File: config.mk
export PLATFORM = sky130hd
export DESIGN_NAME = dlm_core
export DESIGN_NICKNAME = d
export VERILOG_FILES = /design/src/sv/dense_layer_mac_top_assert.svh /design/src/sv/dlm_pkg.sv /design/src/sv/dlm_core.sv
export SDC_FILE = /design/constraint.sdc
export NUM_CORES = 2
export LEC_CHECK = 0
export BUFFER_PORTS_ARGS = -buffer_cell sky130_fd_sc_hd__buf_2
export CAP_MARGIN = 20
export CELL_PAD_IN_SITES_DETAIL_PLACEMENT = 0
export CELL_PAD_IN_SITES_GLOBAL_PLACEMENT = 1
export CORE_MARGIN = 2
export CORE_UTILIZATION = 50
export DETAILED_ROUTE_END_ITERATION = 8
export HOLD_SLACK_MARGIN = 0.12
export PLACE_DENSITY = 0.76
export SLEW_MARGIN = 20
export SYNTH_ARGS = -nofsm -noshare
export SYNTH_HDL_FRONTEND = slang
export SYNTH_MEMORY_MAX_BITS = 65536
export SYNTH_SLANG_ARGS = --single-unit
File: constraint.sdc
create_clock -name clk -period 6.3 [get_ports clk]
set_input_delay 0.63 -clock clk [delete_from_list [all_inputs] [get_ports clk]]
set_output_delay 0.63 -clock clk [all_outputs]
set_load 0.03 [all_outputs]
File: src/sv/dense_layer_mac_top_assert.svh
// Assertion helpers for the RTL (used by dense_layer_mac_top); clocked on clk, quiet while rst_n is low.
`ifndef DENSE_LAYER_MAC_TOP_ASSERT_SVH
`define DENSE_LAYER_MAC_TOP_ASSERT_SVH

// same-cycle implication
`define DLM_ASSERT_IMP(lbl, ante, cons) \
  lbl: assert property (@(posedge clk) disable iff (!rst_n) (ante) |-> (cons)) \
    else $error("dense_layer_mac: same-cycle check failed");

// next-cycle implication
`define DLM_ASSERT_NXT(lbl, ante, cons) \
  lbl: assert property (@(posedge clk) disable iff (!rst_n) (ante) |=> (cons)) \
    else $error("dense_layer_mac: next-cycle check failed");

`endif

File: src/sv/dlm_pkg.sv
`default_nettype none

package dlm_pkg;

  localparam int INPUTS     = 16;
  localparam int OUTPUTS    = 16;
  localparam int DATA_WIDTH = 16;
  localparam int FRAC       = 8;
  localparam int ACC_WIDTH  = 40;

  localparam int SLOT_W     = 8;
  localparam int OIDX_W     = 4;
  localparam int ACTION_W   = 2;
  localparam int PROD_W     = 2 * DATA_WIDTH;

  localparam int WGT_DEPTH  = INPUTS * OUTPUTS;
  localparam int WGT_AW     = (WGT_DEPTH > 1) ? $clog2(WGT_DEPTH) : 1;
  localparam int IDX_W      = (OUTPUTS > 1) ? $clog2(OUTPUTS) : 1;
  localparam int POS_W      = (INPUTS > 1) ? $clog2(INPUTS) : 1;

  localparam int IN_TDATA_W  = ((SLOT_W + DATA_WIDTH + 7) / 8) * 8;
  localparam int OUT_TDATA_W = ((DATA_WIDTH + OIDX_W + 7) / 8) * 8;

  localparam logic [ACTION_W-1:0] ACT_WEIGHT = 2'd0;
  localparam logic [ACTION_W-1:0] ACT_BIAS   = 2'd1;
  localparam logic [ACTION_W-1:0] ACT_DATA   = 2'd2;

  typedef struct packed {
    logic                         wgt_we;
    logic                         bias_we;
    logic [SLOT_W-1:0]            slot;
    logic signed [DATA_WIDTH-1:0] data;
    logic                         mac_go;
    logic                         seed;
    logic [POS_W-1:0]             pos;
    logic [IDX_W-1:0]             idx;
    logic                         rd_en;
  } dlm_ctl_t;

  typedef struct packed {
    logic                 busy;
    logic [ACC_WIDTH-1:0] acc;
  } dlm_sts_t;

endpackage

`default_nettype wire

File: src/sv/dlm_core.sv
`default_nettype none

module dlm_core
  import dlm_pkg::*;
(
  input  wire logic     clk,
  input  wire logic     rst_n,
  input  wire dlm_ctl_t ctl,
  output dlm_sts_t      sts
);

  logic        [DATA_WIDTH-1:0] wmem [WGT_DEPTH];
  logic        [DATA_WIDTH-1:0] bmem [OUTPUTS];
  logic        [ACC_WIDTH-1:0]  amem [OUTPUTS];

  logic signed [DATA_WIDTH-1:0] wrd_r;
  logic signed [DATA_WIDTH-1:0] brd_r;
  logic        [ACC_WIDTH-1:0]  ard_r;
  logic                         s1_vld_r;
  logic                         s1_seed_r;
  logic        [IDX_W-1:0]      s1_idx_r;

  logic signed [PROD_W-1:0]     prod_r;
  logic signed [DATA_WIDTH-1:0] bias_r;
  logic signed [ACC_WIDTH-1:0]  accq_r;
  logic                         s2_vld_r;
  logic                         s2_seed_r;
  logic        [IDX_W-1:0]      s2_idx_r;

  logic        [WGT_AW-1:0]     wrd_addr;
  logic signed [PROD_W-1:0]     prod_nxt;
  logic signed [ACC_WIDTH-1:0]  acc_base;
  logic signed [ACC_WIDTH-1:0]  acc_sum;

  // weight row for input position pos starts at pos*OUTPUTS
  assign wrd_addr = WGT_AW'(WGT_AW'(ctl.pos) * WGT_AW'(OUTPUTS) + WGT_AW'(ctl.idx));
  assign prod_nxt = PROD_W'(ctl.data) * PROD_W'(wrd_r);
  assign acc_base = s2_seed_r ? (ACC_WIDTH'(bias_r) <<< FRAC) : accq_r;
  assign acc_sum  = acc_base + ACC_WIDTH'(prod_r);

  // host writes to the weight and bias stores
  always_ff @(posedge clk) begin
    if (ctl.wgt_we && (int'(ctl.slot) < WGT_DEPTH)) begin
      wmem[WGT_AW'(ctl.slot)] <= ctl.data;
    end
    if (ctl.bias_we && (int'(ctl.slot) < OUTPUTS)) begin
      bmem[IDX_W'(ctl.slot)] <= ctl.data;
    end
  end

  // stage 0: memory reads
  always_ff @(posedge clk) begin
    if (ctl.mac_go) begin
      wrd_r <= wmem[wrd_addr];
      brd_r <= bmem[ctl.idx];
    end
    if (ctl.mac_go || ctl.rd_en) begin
      ard_r <= amem[ctl.idx];
    end
    s1_seed_r <= ctl.seed;
    s1_idx_r  <= ctl.idx;
  end

  // stage 1: multiply
  always_ff @(posedge clk) begin
    prod_r    <= prod_nxt;
    bias_r    <= brd_r;
    accq_r    <= ard_r;
    s2_seed_r <= s1_seed_r;
    s2_idx_r  <= s1_idx_r;
  end

  // stage 2: accumulate and write back
  always_ff @(posedge clk) begin
    if (s2_vld_r) begin
      amem[s2_idx_r] <= acc_sum;
    end
  end

  always_ff @(posedge clk) begin
    if (!rst_n) begin
      s1_vld_r <= 1'b0;
      s2_vld_r <= 1'b0;
    end else begin
      s1_vld_r <= ctl.mac_go;
      s2_vld_r <= s1_vld_r;
    end
  end

  assign sts.busy = s1_vld_r || s2_vld_r;
  assign sts.acc  = ard_r;

endmodule

`default_nettype wire

* After elaboration in Yosys (flattened, before gate mapping)
Memories as Yosys holds them, arrays and structs flattened. A register that Yosys moved wholly into a read port is not among the register bits.
Index checks and enable logic that the tools add are counted.
** Storage, ports and cells
- RAM bits :: 4992
- Memories :: 3
- Register bits after elaboration :: 100
- Output and inout port bits :: 41
** Cells by class
- Reduce and logical (&&, ||, !) cells :: 3
- $add $sub $neg :: 2
- $lt $le $gt $ge :: 1
- Mux-type cells :: 7
- Multiply operators :: 1
** Memory list
- wmem :: depth 256, width 16, read ports 1, clocked after memory_dff 1, write ports 1, line dlm_core.sv:12 : logic [DATA_WIDTH-1:0] wmem [WGT_DEPTH];
- amem :: depth 16, width 40, read ports 1, clocked after memory_dff 1, write ports 1, line dlm_core.sv:14 : logic [ACC_WIDTH-1:0] amem [OUTPUTS];
- bmem :: depth 16, width 16, read ports 1, clocked after memory_dff 1, write ports 1, line dlm_core.sv:13 : logic [DATA_WIDTH-1:0] bmem [OUTPUTS];
** Operators by type and width (number)
- $add 40x32->40 :: 1
- $mux 40 :: 1
- $mul 16x16->32 :: 1
- $add 8x4->8 :: 1
- $lt 8x5->1 const B :: 1
- $mux 1 :: 6
- $logic_or 1x1->1 :: 2
- $logic_and 1x1->1 :: 1

* Depth between registers and ports, before layout
- Depth after elaboration :: 4
- Gate-level depth with buffers :: 24

* Least setup slack after synthesis
OpenSTA, ideal clock, no wires.
- Path type :: input to register
- Start :: in ctl[21] (netlist name)
- End :: reg prod_r[24]
- Arrival :: 6.120 ns
- Stages on the path :: 20
- Setup time :: 0.072 ns
- Buffers on the path :: 2
- Data required time :: 6.228 ns
- Setup slack :: 0.108 ns
- Path through :: clkbuf_1 -> nand2_1 -> fa_1 -> fa_1 -> fa_1 -> fa_1 -> inv_1 -> fa_1 -> fa_1 -> ha_1 -> clkbuf_1 -> a21o_1 -> a21o_1 -> a21oi_1 -> o22ai_1 -> o41a_1 -> a211o_1 -> o21ai_0 -> nor2b_1 -> xnor2_1
** Between the ends
- Cells in the longest elaborated chain, start to end :: 1
** Ends and longest elaborated chain
- start, declared :: line dlm_core.sv:8 : input wire dlm_ctl_t ctl,
- $mul 16x16->32 :: line dlm_core.sv:37 : assign prod_nxt = PROD_W'(ctl.data) * PROD_W'(wrd_r);
- named net prod_nxt[24] :: line dlm_core.sv:31 : logic signed [PROD_W-1:0] prod_nxt;
- end signal, assigned :: line dlm_core.sv:66 : prod_r <= prod_nxt;
- end, declared :: line dlm_core.sv:23 : logic signed [PROD_W-1:0] prod_r;
The timed path passes the listed nets, and every way through them passes these cells.
A chain may end at the register's enable or synchronous reset.

* Worst setup path in the final report
- Start :: reg wrd_r[4] (read register of wmem)
- End :: reg prod_r[24]
** Between the ends
- Cells in the longest elaborated chain, start to end :: 1
** Ends and longest elaborated chain
- start, declared :: line dlm_core.sv:16 : logic signed [DATA_WIDTH-1:0] wrd_r;
- $mul 16x16->32 :: line dlm_core.sv:37
- named net prod_nxt[24] :: line dlm_core.sv:31
The timed path passes the listed nets, and every way through them passes these cells.

==> reports/metrics.csv <==
metric;value;unit
placement_rows;235;
synth_nets;9431;
clock.fmax;0.163;GHz
die_y;646;um
clockBufferDepth;4;
drt_wl_total;512000;um
p_leak;75.7;nW
path_clk_slew;60;ps
synthesis.area;206000;um^2
cp.required;7260;ps
finClkSkew;50.9;ps
worst_pin_slew;1150;ps
first_pass_iters;6;
grtUsageTotal;24.6;%
io_buffer_count;79;
drv_cap;0;
synth_compound_area_share;0.661;%
drcViolationCount;0;
ant_nets;0;
drt_iter0_drc;13100;
die-area;418000;um^2
yosysWarnings;0;
mostFrequentLayoutCells;5064 x edfxtp_1, 1636 x mux4_2, 563 x buf_4;
status;finished, final reports clean;
synthAdderAreaFrac;3.29;%
fillers;29000;
gp_congestion;0.835;
dp_cells;14700;
setup_viol;0;
yosys.area_share.xor_xnor;0.289;%
initial_core_util;50.3;%
hold_class;input pin to register;
powerDensity;412;nW/um^2
hpwl;311000;um
synthMuxAreaShare;18.0;%
cts.sinks;5164;
synth_ff_type;edfxtp_1;
post-route-period-util;97.1;%
grt_pass1_wl;736000;um
cts_buffers;528;
h-tree-depth;6;
criticalPathCategory;register to register;
synth-seq-cells;5164;
yosysUniqueCellTypes;62;
utilization;57.2;%
yosysSeqAreaShare;74.7;%
final_layout_size_suffix_gt1_share;31.1;%
crit_path_max_incr_delay;550;ps
fin_crit;6120;ps
cts_tree;done;
num_io_pins;80;
avgSynthCellArea;22.9;um^2
final_cells;15700;
cts-root-buf;clkbuf_16;
synthArstFlopShare;0;%
grt_max_degree;177;
path_cells;buf_4 > buf_4 > and2_1 > fa_1 > inv_1 > fa_1 > fa_1 > fa_1 > inv_1 > fa_1 > fa_1 > ha_1 > a21o_1 > a21o_1 > a21oi_2 > o22ai_2 > o41a_1 > a211o_1 > o21ai_1 > nor2b_2 > xnor2_1;
synth_simple_gate_area_share;1.68;%
overflow;0;
synthCells;9008;
hold_viol;0;
coreArea;410000;um^2
end_kind;register;
grt_antenna_before_repair;46;
slew-limit-headroom;23.4;%
critPathSlowestCell;fa_1;
cp_max_fo;6;
wl_per_cell;32.7;um
insertion_delay;1070;ps
peakVddDrop;1.45;mV
synth_top_family_by_area;multiplexers;
synth_edf_count;5064;
drv_slew;0;
setup.worst_path.start_class;register;
die_w;646;um
layout_commonest_cell;edfxtp_1;
grt_pass1_vias;101000;
whs;180;ps
vias;98300;
area_delta_synth_final;13.8;%
avgViaCountPerCell;6.27;
path_common_cell;fa_1;
nNetsFinal;10200;
crit_arrival;7070;ps
registers in the layout, indices dropped and copies added, names as in the netlist:
register / flops
brd_r: 16
prod_r: 32
s1_idx_r: 4
ard_r: 40
wmem: 4096
amem: 640
bmem: 256
bias_r: 16
s2_seed_r: 1
accq_r: 40
s1_seed_r: 1
s2_vld_r: 1
s1_vld_r: 1
wrd_r: 16
s2_idx_r: 4
synth_stat cells, drive strengths merged, types with 22 or more instances:
library cell  count  area, um^2
nand2           173         649
edfxtp         5064      152000
dfxtp           100        2000
inv             311        1170
fa              263        5270
nor2            338        1270
nor2b            22         138
mux4           1636       36800
nand3            24         120
a21o             36         270
a21oi            61         305
clkbuf          275        1030
xnor2            52         455
buf             174         783
o21ai            48         240
and2            130         813
ha              121        1510
nor3             23         115
final cells by class:
cell class              count  area [um^2]  area share [%]
flip-flops and latches   5164       154000            65.7
multi-input cells        3084        49900            21.3
clock inverters           261         2560            1.09
inverters                 311         1170           0.497
repair buffers            711         6100            2.60
well taps                5451         6820            2.91
diodes                     18         45.0          0.0192
clock buffers             673        14000            5.98
final timing paths:
kind	start	end	slack, ps	depth (start not counted)
setup / recovery	wrd_r[4]$_DFFE_PP_	prod_r[24]$_DFF_P_	180	21
hold reg to reg	s1_idx_r[1]$_DFF_P_	s2_idx_r[1]$_DFF_P_	330	0
setup reg to reg	wrd_r[4]$_DFFE_PP_	prod_r[24]$_DFF_P_	180	21
hold / removal	ctl[8]	wrd_r[10]$_DFFE_PP_	180	2
critical path: cells and delay by family (launching register included):
| kind | cells | cell delay (ps) |
|---|---|---|
| adder cells (fa/ha/maj) | 7 | 3130 |
| flip-flops | 1 | 460 |
| AND/OR/NAND/NOR | 2 | 330 |
| buffers and inverters | 4 | 450 |
| XOR/XNOR | 1 | 110 |
| AO/OA/AOI/OAI | 7 | 1510 |
cells by family (layout without fill, tap and decap cells):
family,count (synthesis),in the layout
muxes,1655,1655
AOI/OAI and AO/OA,212,212
buffers and inverters,760,1956
other,0,18
DFF,5164,5164
xor gates and xnor gates,68,68
and+or+nand+nor,765,765
adders and majority gates,384,384
per-stage QoR:
step / TNS [ps] / power, mW / cell area, um^2 / setup WS, ps
3_5_place_dp: -1590 / 66.8 / 217000 / -376
4_1_cts: 0 / 96.7 / 234000 / 41.1
5_1_grt: -92.3 / 102 / 235000 / -58.0
2_1_floorplan: 0 / 56.4 / 206000 / 108
3_3_place_gp: -1540 / 66.4 / 217000 / -334
6_report: 0 / 96.7 / 235000 / 181
where the power goes:
group          switching (mW)  leakage, nW  total [mW]  internal [mW]
logic                    14.1         21.2        26.3           12.2
clock network            13.1         8.02        30.1           17.0
registers               0.319         46.4        40.2           39.9
total                    27.6         75.7        96.7           69.1
routing by layer:
metal | GRT usage, % | vias to the layer above | wire (um)
met1 | 34.8 | 53100 | 199000
met5 | 0 | - | 94
met4 | 8.63 | 16 | 18900
li1 | - | 39100 | -
met2 | 38.9 | 5208 | 246000
met3 | 4.52 | 867 | 48000
what timing repair did:
item                                   in CTS  in global routing
pin swaps                                   0                  5
gates resized for setup                     0                 19
setup buffers                               2                 12
endpoints found under the hold margin      56                  0
hold buffers                               11                  0
setup endpoints to repair                   2                  9
(Power assumes the default switching activity.)
